[src/design/pdce_pkg.sv]
`timescale 1ns / 1ps
// Shared types and constants of the point display command encoder.
// Used by every module of the block; depends on nothing else.
package pdce_pkg;

	// Input op codes.
	localparam logic OP_POINT = 1'b0;
	localparam logic OP_TICK  = 1'b1;

	// Configuration register indexes.
	localparam logic REG_BASE_AGE = 1'b0;
	localparam logic REG_AGE_CAP  = 1'b1;

	localparam logic [19:0] BASE_AGE_RESET = 20'd50000;
	localparam logic [19:0] AGE_CAP_RESET  = 20'd1000000;
	localparam logic [20:0] AGE_RESET      = 21'd50000;

	// A point delay field tops out at 510 us, compared here in nanoseconds.
	localparam logic [30:0] DELAY_LIMIT_NS = 31'd510000;
	localparam logic [30:0] NS_PER_US      = 31'd1000;

	// floor(n / 6) = (n * SIXTH_MAGIC) >> 24, exact for n below 2^23.
	localparam logic [21:0] SIXTH_MAGIC = 22'd2796203;
	localparam int unsigned SIXTH_SHIFT = 24;

	// Inverse of 125 modulo 2^32.
	localparam logic [31:0] DIV_INV = 32'd652835029;

	localparam logic [31:0] MARKER_WORD = 32'hFF80_0000;

	localparam int unsigned QUEUE_DEPTH = 4;
	localparam int unsigned QUEUE_AW    = 2;

	typedef logic [2:0] pdce_cnt_t;

	typedef struct packed {
		logic       has_pair;
		logic       has_point;
		logic [9:0] x;
		logic [9:0] y;
		logic [2:0] intensity;
	} pdce_cmd_t;

	typedef struct packed {
		pdce_cmd_t   cmd;
		logic [31:0] delay_us;
	} pdce_entry_t;

	typedef struct packed {
		logic empty;
		logic full;
	} pdce_qstat_t;

	typedef enum logic [1:0] {
		ST_FIRST = 2'd0,
		ST_DELAY = 2'd1,
		ST_POINT = 2'd2
	} pdce_state_t;

endpackage

[src/design/pdce_front.sv]
`timescale 1ns / 1ps
// Front end: input register, configuration registers, timing state and the
// per-item decision of which words follow. Depends on pdce_pkg.
module pdce_front (
	input  logic                  clk,
	input  logic                  arst_n,
	input  logic                  wr_en,
	input  logic                  wr_index,
	input  logic [19:0]           wr_data,
	input  logic                  in_valid,
	output logic                  in_ready,
	input  logic                  op,
	input  logic [9:0]            x,
	input  logic [9:0]            y,
	input  logic [2:0]            intensity,
	input  logic [63:0]           now_ns,
	input  logic                  pop,
	output logic                  vld_s2,
	output pdce_pkg::pdce_cmd_t   cmd_s2,
	output logic [63:0]           diff_s2
);

	logic        v_s1;
	logic        op_s1;
	logic [9:0]  x_s1;
	logic [9:0]  y_s1;
	logic [2:0]  int_s1;
	logic [63:0] now_s1;

	logic [19:0] base_q;
	logic [19:0] cap_q;
	logic [63:0] last_sent_q;
	logic [20:0] interval_q;
	logic [30:0] thr_q;
	logic [18:0] sixth_q;
	logic        fresh_q;
	pdce_pkg::pdce_cnt_t cnt_q;

	logic [63:0] diff;
	logic        far;
	logic        big;
	logic        due;
	logic        is_point;
	logic        mk;
	logic        upd_int;
	logic [20:0] new_int;
	logic        fire;
	logic        push;
	logic [30:0] thr_next;
	logic [42:0] sixth_prod;

	assign diff     = now_s1 - last_sent_q;
	assign far      = |diff[63:31];
	assign big      = far || (diff[30:0] >= pdce_pkg::DELAY_LIMIT_NS);
	assign due      = far || (diff[30:0] >= thr_q);
	assign is_point = (op_s1 == pdce_pkg::OP_POINT);
	assign mk       = is_point || due;
	assign upd_int  = is_point || (due && (interval_q < {1'b0, cap_q}));
	assign new_int  = is_point ? {1'b0, base_q} : (interval_q + {2'b00, sixth_q});

	// The thresholds derived from the age interval are registered from it,
	// so a decision waits while they catch up.
	assign fire     = v_s1 && fresh_q && (cnt_q < 3'(pdce_pkg::QUEUE_DEPTH));
	assign push     = fire && mk;
	assign in_ready = !v_s1 || fire;

	assign thr_next   = {10'b0, interval_q} * pdce_pkg::NS_PER_US;
	assign sixth_prod = {22'b0, interval_q} * {21'b0, pdce_pkg::SIXTH_MAGIC};

	always_ff @(posedge clk or negedge arst_n) begin
		if (!arst_n) begin
			v_s1 <= 1'b0;
		end else if (in_ready) begin
			v_s1 <= in_valid;
		end
	end

	always_ff @(posedge clk) begin
		if (in_valid && in_ready) begin
			op_s1  <= op;
			x_s1   <= x;
			y_s1   <= y;
			int_s1 <= intensity;
			now_s1 <= now_ns;
		end
	end

	always_ff @(posedge clk or negedge arst_n) begin
		if (!arst_n) begin
			base_q <= pdce_pkg::BASE_AGE_RESET;
			cap_q  <= pdce_pkg::AGE_CAP_RESET;
		end else if (wr_en) begin
			unique case (wr_index)
				pdce_pkg::REG_BASE_AGE: base_q <= wr_data;
				pdce_pkg::REG_AGE_CAP:  cap_q  <= wr_data;
				default: ;
			endcase
		end
	end

	always_ff @(posedge clk or negedge arst_n) begin
		if (!arst_n) begin
			last_sent_q <= 64'd0;
			interval_q  <= pdce_pkg::AGE_RESET;
			fresh_q     <= 1'b0;
			cnt_q       <= 3'd0;
		end else begin
			if (fire && mk) begin
				last_sent_q <= now_s1;
			end
			if (fire && upd_int) begin
				interval_q <= new_int;
				fresh_q    <= 1'b0;
			end else begin
				fresh_q <= 1'b1;
			end
			cnt_q <= cnt_q + 3'(push) - 3'(pop);
		end
	end

	always_ff @(posedge clk) begin
		thr_q   <= thr_next;
		sixth_q <= sixth_prod[pdce_pkg::SIXTH_SHIFT +: 19];
	end

	always_ff @(posedge clk or negedge arst_n) begin
		if (!arst_n) begin
			vld_s2 <= 1'b0;
		end else begin
			vld_s2 <= push;
		end
	end

	always_ff @(posedge clk) begin
		if (push) begin
			cmd_s2.has_pair  <= is_point ? big : 1'b1;
			cmd_s2.has_point <= is_point;
			cmd_s2.x         <= x_s1;
			cmd_s2.y         <= y_s1;
			cmd_s2.intensity <= int_s1;
			diff_s2          <= diff;
		end
	end

endmodule

[src/design/pdce_div.sv]
`timescale 1ns / 1ps
// Pipelined divide of a nanosecond difference by 1000, keeping the low 32
// bits of the quotient. Depends on pdce_pkg.
module pdce_div (
	input  logic                  clk,
	input  logic                  arst_n,
	input  logic                  vld_s2,
	input  pdce_pkg::pdce_cmd_t   cmd_s2,
	input  logic [63:0]           diff_s2,
	output logic                  vld_s6,
	output pdce_pkg::pdce_entry_t entry_s6
);

	// D / 1000 = (D/8 - (D/8 mod 125)) / 125, and the exact division by 125
	// is a multiply by its inverse modulo 2^32.
	logic [60:0] dq;
	logic [26:0] s_next;
	logic [16:0] t;
	logic [11:0] u_next;
	logic [7:0]  v;
	logic [6:0]  r;

	logic        vld_s3, vld_s4, vld_s5;
	pdce_pkg::pdce_cmd_t cmd_s3, cmd_s4, cmd_s5;
	logic [26:0] s_s3;
	logic [31:0] lo_s3, lo_s4;
	logic [11:0] u_s4;
	logic [31:0] n_s5;

	assign dq     = diff_s2[63:3];
	// 2^21 = 27 and 2^42 = 104 modulo 125.
	assign s_next = 27'(dq[20:0]) + 27'(dq[41:21]) * 27'd27 + 27'(dq[60:42]) * 27'd104;
	// 2^14 = 9 and 2^7 = 3 modulo 125.
	assign t      = 17'(s_s3[13:0]) + 17'(s_s3[26:14]) * 17'd9;
	assign u_next = 12'(t[6:0]) + 12'(t[16:7]) * 12'd3;
	assign v      = 8'(u_s4[6:0]) + 8'(u_s4[11:7]) * 8'd3;
	assign r      = (v >= 8'd125) ? 7'(v - 8'd125) : v[6:0];

	always_ff @(posedge clk or negedge arst_n) begin
		if (!arst_n) begin
			vld_s3 <= 1'b0;
			vld_s4 <= 1'b0;
			vld_s5 <= 1'b0;
			vld_s6 <= 1'b0;
		end else begin
			vld_s3 <= vld_s2;
			vld_s4 <= vld_s3;
			vld_s5 <= vld_s4;
			vld_s6 <= vld_s5;
		end
	end

	always_ff @(posedge clk) begin
		cmd_s3            <= cmd_s2;
		s_s3              <= s_next;
		lo_s3             <= dq[31:0];
		cmd_s4            <= cmd_s3;
		u_s4              <= u_next;
		lo_s4             <= lo_s3;
		cmd_s5            <= cmd_s4;
		n_s5              <= lo_s4 - {25'b0, r};
		entry_s6.cmd      <= cmd_s5;
		entry_s6.delay_us <= n_s5 * pdce_pkg::DIV_INV;
	end

endmodule

[src/design/pdce_queue.sv]
`timescale 1ns / 1ps
// Four-entry queue of decided items between the front end and the word
// sequencer. Depends on pdce_pkg.
module pdce_queue (
	input  logic                  clk,
	input  logic                  arst_n,
	input  logic                  push,
	input  pdce_pkg::pdce_entry_t push_data,
	input  logic                  pop,
	output pdce_pkg::pdce_entry_t head,
	output pdce_pkg::pdce_qstat_t stat
);

	pdce_pkg::pdce_entry_t mem [pdce_pkg::QUEUE_DEPTH];
	logic [pdce_pkg::QUEUE_AW-1:0] wr_ptr_q;
	logic [pdce_pkg::QUEUE_AW-1:0] rd_ptr_q;
	pdce_pkg::pdce_cnt_t           count_q;

	assign head       = mem[rd_ptr_q];
	assign stat.empty = (count_q == 3'd0);
	assign stat.full  = (count_q == 3'(pdce_pkg::QUEUE_DEPTH));

	always_ff @(posedge clk) begin
		if (push) begin
			mem[wr_ptr_q] <= push_data;
		end
	end

	always_ff @(posedge clk or negedge arst_n) begin
		if (!arst_n) begin
			wr_ptr_q <= '0;
			rd_ptr_q <= '0;
			count_q  <= 3'd0;
		end else begin
			if (push) begin
				wr_ptr_q <= wr_ptr_q + 1'b1;
			end
			if (pop) begin
				rd_ptr_q <= rd_ptr_q + 1'b1;
			end
			count_q <= count_q + 3'(push) - 3'(pop);
		end
	end

endmodule

[src/design/pdce_back.sv]
`timescale 1ns / 1ps
// Word sequencer: turns each queued item into its marker, delay and point
// words and holds them in the output register. Depends on pdce_pkg.
module pdce_back (
	input  logic                  clk,
	input  logic                  arst_n,
	input  pdce_pkg::pdce_entry_t head,
	input  pdce_pkg::pdce_qstat_t stat,
	output logic                  pop,
	output logic                  out_valid,
	input  logic                  out_ready,
	output logic [31:0]           word,
	output logic                  last
);

	pdce_pkg::pdce_state_t state_q;
	pdce_pkg::pdce_state_t state_d;
	logic        load;
	logic [31:0] word_d;
	logic        last_d;
	logic [31:0] word_q;
	logic        last_q;
	logic        valid_q;
	logic [8:0]  pt_delay;
	logic [31:0] pt_word;

	// A point that followed a delay pair was drawn right after it.
	assign pt_delay = head.cmd.has_pair ? 9'd0 : head.delay_us[8:0];
	assign pt_word  = {pt_delay, head.cmd.intensity, head.cmd.y, head.cmd.x};
	assign load     = !stat.empty && (!valid_q || out_ready);

	always_comb begin
		state_d = state_q;
		pop     = 1'b0;
		word_d  = pdce_pkg::MARKER_WORD;
		last_d  = 1'b0;
		unique case (state_q)
			pdce_pkg::ST_FIRST: begin
				if (head.cmd.has_pair) begin
					word_d = pdce_pkg::MARKER_WORD;
					last_d = 1'b0;
					if (load) begin
						state_d = pdce_pkg::ST_DELAY;
					end
				end else begin
					word_d = pt_word;
					last_d = 1'b1;
					pop    = load;
				end
			end
			pdce_pkg::ST_DELAY: begin
				word_d = head.delay_us;
				last_d = !head.cmd.has_point;
				if (load) begin
					if (head.cmd.has_point) begin
						state_d = pdce_pkg::ST_POINT;
					end else begin
						state_d = pdce_pkg::ST_FIRST;
						pop     = 1'b1;
					end
				end
			end
			pdce_pkg::ST_POINT: begin
				word_d = pt_word;
				last_d = 1'b1;
				if (load) begin
					state_d = pdce_pkg::ST_FIRST;
					pop     = 1'b1;
				end
			end
			default: begin
				state_d = pdce_pkg::ST_FIRST;
			end
		endcase
	end

	always_ff @(posedge clk or negedge arst_n) begin
		if (!arst_n) begin
			state_q <= pdce_pkg::ST_FIRST;
			valid_q <= 1'b0;
		end else begin
			state_q <= state_d;
			if (load) begin
				valid_q <= 1'b1;
			end else if (out_ready) begin
				valid_q <= 1'b0;
			end
		end
	end

	always_ff @(posedge clk) begin
		if (load) begin
			word_q <= word_d;
			last_q <= last_d;
		end
	end

	assign out_valid = valid_q;
	assign word      = word_q;
	assign last      = last_q;

endmodule

[src/design/point_display_command_encoder.sv]
`timescale 1ns / 1ps
// Point display command encoder. Each item is a point or an aging tick with a nanosecond
// time; the block answers with display words, one per cycle while out_ready is high, the
// final word of an item flagged by last. A point gives one word, or three when 510 us or
// more have passed; a tick gives two words or none. The front end decides one item per
// cycle while the age interval is unchanged and the queue has room; when it changes
// (every point, every growing tick) the next decision waits while the compare thresholds
// are re-derived in a register. An accepted item passes the input and decision registers,
// the pipelined divide by 1000 and the queue before its first word reaches the output.
// Depends on pdce_pkg, pdce_front, pdce_div, pdce_queue and pdce_back.
module point_display_command_encoder (
	input  logic        clk,
	input  logic        arst_n,
	input  logic        wr_en,
	input  logic        wr_index,
	input  logic [19:0] wr_data,
	input  logic        in_valid,
	output logic        in_ready,
	input  logic        op,
	input  logic [9:0]  x,
	input  logic [9:0]  y,
	input  logic [2:0]  intensity,
	input  logic [63:0] now_ns,
	output logic        out_valid,
	input  logic        out_ready,
	output logic [31:0] word,
	output logic        last
);

	logic                  vld_s2;
	pdce_pkg::pdce_cmd_t   cmd_s2;
	logic [63:0]           diff_s2;
	logic                  vld_s6;
	pdce_pkg::pdce_entry_t entry_s6;
	pdce_pkg::pdce_entry_t head;
	pdce_pkg::pdce_qstat_t stat;
	logic                  pop;

	pdce_front u_front (
		.clk       (clk),
		.arst_n    (arst_n),
		.wr_en     (wr_en),
		.wr_index  (wr_index),
		.wr_data   (wr_data),
		.in_valid  (in_valid),
		.in_ready  (in_ready),
		.op        (op),
		.x         (x),
		.y         (y),
		.intensity (intensity),
		.now_ns    (now_ns),
		.pop       (pop),
		.vld_s2    (vld_s2),
		.cmd_s2    (cmd_s2),
		.diff_s2   (diff_s2)
	);

	pdce_div u_div (
		.clk      (clk),
		.arst_n   (arst_n),
		.vld_s2   (vld_s2),
		.cmd_s2   (cmd_s2),
		.diff_s2  (diff_s2),
		.vld_s6   (vld_s6),
		.entry_s6 (entry_s6)
	);

	pdce_queue u_queue (
		.clk       (clk),
		.arst_n    (arst_n),
		.push      (vld_s6),
		.push_data (entry_s6),
		.pop       (pop),
		.head      (head),
		.stat      (stat)
	);

	pdce_back u_back (
		.clk       (clk),
		.arst_n    (arst_n),
		.head      (head),
		.stat      (stat),
		.pop       (pop),
		.out_valid (out_valid),
		.out_ready (out_ready),
		.word      (word),
		.last      (last)
	);

	// The front end's credit count must keep the queue from overflowing.
	a_no_overflow: assert property (@(posedge clk) disable iff (!arst_n)
		vld_s6 |-> !stat.full)
		else $error("queue push while full");

	a_no_underflow: assert property (@(posedge clk) disable iff (!arst_n)
		pop |-> !stat.empty)
		else $error("queue pop while empty");

	// Words of one item leave without a gap once the first is taken.
	a_item_contiguous: assert property (@(posedge clk) disable iff (!arst_n)
		(out_valid && out_ready && !last) |=> out_valid)
		else $error("gap inside an item's words");

	// Every item entering the queue produces at least one word.
	a_entry_nonempty: assert property (@(posedge clk) disable iff (!arst_n)
		vld_s6 |-> (entry_s6.cmd.has_pair || entry_s6.cmd.has_point))
		else $error("queued item without words");

endmodule

[config.mk]
export PLATFORM = sky130hd
export DESIGN_NAME = point_display_command_encoder
export DESIGN_NICKNAME = d
export VERILOG_FILES = /design/src/design/pdce_pkg.sv /design/src/design/pdce_front.sv /design/src/design/pdce_div.sv /design/src/design/pdce_queue.sv /design/src/design/pdce_back.sv /design/src/design/point_display_command_encoder.sv
export SDC_FILE = /design/constraint.sdc
export NUM_CORES = 2
export LEC_CHECK = 0
export BUFFER_PORTS_ARGS = -buffer_cell sky130_fd_sc_hd__buf_2
export CAP_MARGIN = 30
export CELL_PAD_IN_SITES_DETAIL_PLACEMENT = 1
export CELL_PAD_IN_SITES_GLOBAL_PLACEMENT = 2
export CORE_MARGIN = 1
export CORE_UTILIZATION = 45
export CTS_CLUSTER_SIZE = 28
export DETAILED_ROUTE_END_ITERATION = 6
export PLACE_DENSITY_LB_ADDON = 0.05
export SLEW_MARGIN = 20
export SYNTH_ARGS = -nofsm -noshare
export SYNTH_HDL_FRONTEND = slang
export SYNTH_SLANG_ARGS = --single-unit
[constraint.sdc]
create_clock -name clk -period 10.6 [get_ports clk]
set_clock_uncertainty 0.1 [all_clocks]
set_input_delay 2.65 -clock clk [delete_from_list [all_inputs] [get_ports clk]]
set_output_delay 2.65 -clock clk [all_outputs]
set_load 0.005 [all_outputs]
==> impl_results.md <==
* TritonCTS clock tree: done
* Wirelength, routed at around 140000 µm
* # DRC at 0
* Synthesized flop and latch total at between 800 and 900
* Post-CTS setup repair buffer count at 0
* H-tree Lvls at 3
* Outcome: finished, final reports clean
* Worst EP required at 11.10 ns
* Most frequent cells in the layout: 998 x inv_1, 741 x ha_1, 503 x fa_1
* Iter 0 DRT Violations at 1569
* Slowest cell delay on critical path at 0.75 ns
* Worst min-delay path category: reg2reg
* Crit Path Max Fanout at 11
* Total Nets Final at 6533
* RSZ-0062 raised after global routing: no
* Input/output buffers at around 150
* GRT overflow at 0
* Distinct cell type count after synthesis at 80
* Vias at ~36000
* Worst-Skew Late Latency at around 0.74 ns
* Die area at 133000 µm²
* Chip Width at 365 µm
* Antenna Cells at 0
* Clk slew on worst S/H paths at 0.07 ns
* Routed Antenna Nets at 0
* Hold buffers post-CTS at 0
* CP Capture Type: flop
* Syn nets at 6325
* Worst-Margin Slew at 0.955 ns
* WHS Path Cells at 0
* Wire length per cell at 20.5 µm
* Antenna violations before repair at 1
* RD Place Congestion at around 0.85
* Maxcap violations at 0
* Layout cells sized above 1 at a little over a tenth
* Most common cell after layout, fill and taps aside: inv_1
* Seq/Total Area, Yosys at between 30% and 40%
* Data arrival time of the critical path at around 9.0 ns
* Drt pass-1 iters at 5
* Slew headroom at a little over a third
* Reg2Reg Depth at 28
* Startpoint Class: flop
* Initial Util at between 40% and 50%
* Fillers at between 10000 and 15000
* Mean Syn Cell Area at between 10 and 15 µm²
* PostCTS Resize Cnt at 0
* Cell Area, Placed at 62100 µm²
* Ys async rst share at between 10% and 20%
* Largest net degree at the start of global routing at 67
* First-pass GRT wire length at between 200000 and 250000 µm
* Syn-to-layout area delta at 10.3%
* # placed instances at 6820
* F_max at between 100 and 150 MHz
* Minimum clock period at about 8.5 ns
* Clk root buf: clkbuf_16
* Finished Layout Cells at 6999
* Overall global routing resource usage at 22.3%
* Post-synthesis cell count at between 4000 and 5000
* Max Buffers Root-to-Sink at 3
* Fin Setup TNS at 0 ns
* Pins Over Slew Limit at 0
* Main synth FF type: edfxtp_1
* Detailed Place HPWL at 115000 µm
* Fin crit share at between 70% and 80%
* Via density at roughly 5.1
* Syn Std Cell Area at between 50000 and 60000 µm²
* Io pins at 149
* Final setup fails at 0
* FP Rows at roughly 130
* Slowest stage cell, crit path: dfstp_2
* Die Ht at ~370 µm
* Number of enable flip-flop cells after synthesis at 435
* Finished Cell Area at roughly 65000 µm²
* Vias in the first global route at about 39000
* CP Class: reg2reg
* Final hold viol count at 0
* Core area at about 130000 µm²
* Clock sinks at 894
* Ys Warns at 0
* TritonCTS buffer count at 94
==> flip-flops by register name, indices dropped and copies added, names as in the netlist, 10 cells and up <==
| register | count |
|---|---|
| u_front.last_sent_q | 64 |
| u_div.lo_s4 | 32 |
| u_div.lo_s3 | 32 |
| u_div.cmd_s4 | 25 |
| u_front.base_q | 20 |
| u_div.s_s3 | 27 |
| u_front.sixth_q | 19 |
| u_front.cap_q | 20 |
| u_front.cmd_s2 | 25 |
| u_front.interval_q | 21 |
| u_front.thr_q | 28 |
| u_front.y_s1 | 10 |
| u_front.x_s1 | 10 |
| u_div.entry_s6 | 57 |
| u_back.word | 32 |
| u_queue.mem | 228 |
| u_div.u_s4 | 12 |
| u_div.cmd_s5 | 25 |
| u_front.diff_s2 | 61 |
| u_div.cmd_s3 | 25 |
| u_front.now_s1 | 64 |
| u_div.n_s5 | 32 |
==> through the flow <==
| stage | utilization, % | setup WS (ns) | hold WS [ns] |
|---|---|---|---|
| 3_3_place_gp | 47.7 | 2.26 | 0.210 |
| 6_report | 50.3 | 2.13 | 0.208 |
| 5_1_grt | 50.3 | 1.59 | 0.221 |
| 3_5_place_dp | 47.7 | 2.08 | 0.213 |
| 2_1_floorplan | - | 3.24 | 0.210 |
| 4_1_cts | 50.3 | 2.05 | 0.212 |
==> layer usage <==
metal  global-route usage (%)  vias up  part of all wire (%)
met3                     2.20      160                   2.3
met5                        0        -                     0
met2                     39.2      398                    50
li1                         -    17200                     -
met4                     5.48        0                   2.1
met1                     29.5    18000                    46
==> worst paths after layout <==
kind / start / to / slack [ns]
min in group asynchronous: arst_n / u_front.last_sent_q[40] / 1.76
worst max register to register: u_front.interval_q[8] / u_front.sixth_q[18] / 2.13
worst min register to register: u_div.cmd_s5[14] / u_div.entry_s6[46] / 0.21
max in group asynchronous: arst_n / u_front.base_q[6] / 7.42
worst min-delay path: u_div.cmd_s5[14] / u_div.entry_s6[46] / 0.21
worst max-delay path: u_front.interval_q[8] / u_front.sixth_q[18] / 2.13
==> cells by family after synthesis <==
| logic type | synth area share (%) |
|---|---|
| xor+xnor | 3.74 |
| flops | 38.8 |
| buf+inv | 6.92 |
| compound gates | 7.74 |
| simple gates | 5.35 |
| fa+ha+maj | 32.6 |
| mux | 4.86 |
==> final cells by class <==
cell class              instances  area, µm²  share of cell area, %
flip-flops and latches        894      23000                   35.2
inverters                     999       3750                   5.73
well taps                    1742       2180                   3.33
repair buffers                179        996                   1.52
multi-input cells            3007      32200                   49.3
clock buffers                 126       2650                   4.04
clock inverters                52        633                  0.967
==> worst max-delay path, delay by kind of cell, from the launching register on <==
| family | cells | cell delay [ns] |
|---|---|---|
| buf+inv | 5 | 0.43 |
| xor+xnor | 2 | 0.35 |
| simple gates | 4 | 1.12 |
| flops | 1 | 0.75 |
| fa+ha+maj | 8 | 3.34 |
| compound gates | 9 | 2.26 |
==> cells in the mapped netlist, drive strengths merged (14+ instances only) <==
cell type / count / area [µm²]
or3: 26 / 163
a21boi: 14 / 105
nor4: 19 / 119
nand2b: 27 / 169
o21a: 42 / 315
nor2: 154 / 578
edfxtp: 435 / 13100
inv: 999 / 3750
dfstp: 19 / 499
mux2: 114 / 1470
nand2: 134 / 503
o21ai: 117 / 593
a22o: 25 / 219
xor2: 77 / 674
or2: 15 / 93.8
and2: 24 / 150
o211ai: 16 / 120
dfrtp: 126 / 3150
fa: 503 / 10100
clkbuf: 50 / 188
nor3: 68 / 340
a21o: 91 / 683
a211oi: 27 / 213
o21bai: 23 / 173
a31oi: 25 / 156
dfxtp: 314 / 6290
buf: 17 / 168
ha: 741 / 9270
and3: 19 / 119
a21oi: 193 / 966
xnor2: 176 / 1540
nand3: 55 / 275
nand4: 29 / 181
o31ai: 17 / 128
mux4: 57 / 1280
nor2b: 32 / 200
Power is left out: the tool's default activity adds up to more than one toggle a clock period on the data nets, which glitch-free logic cannot reach.
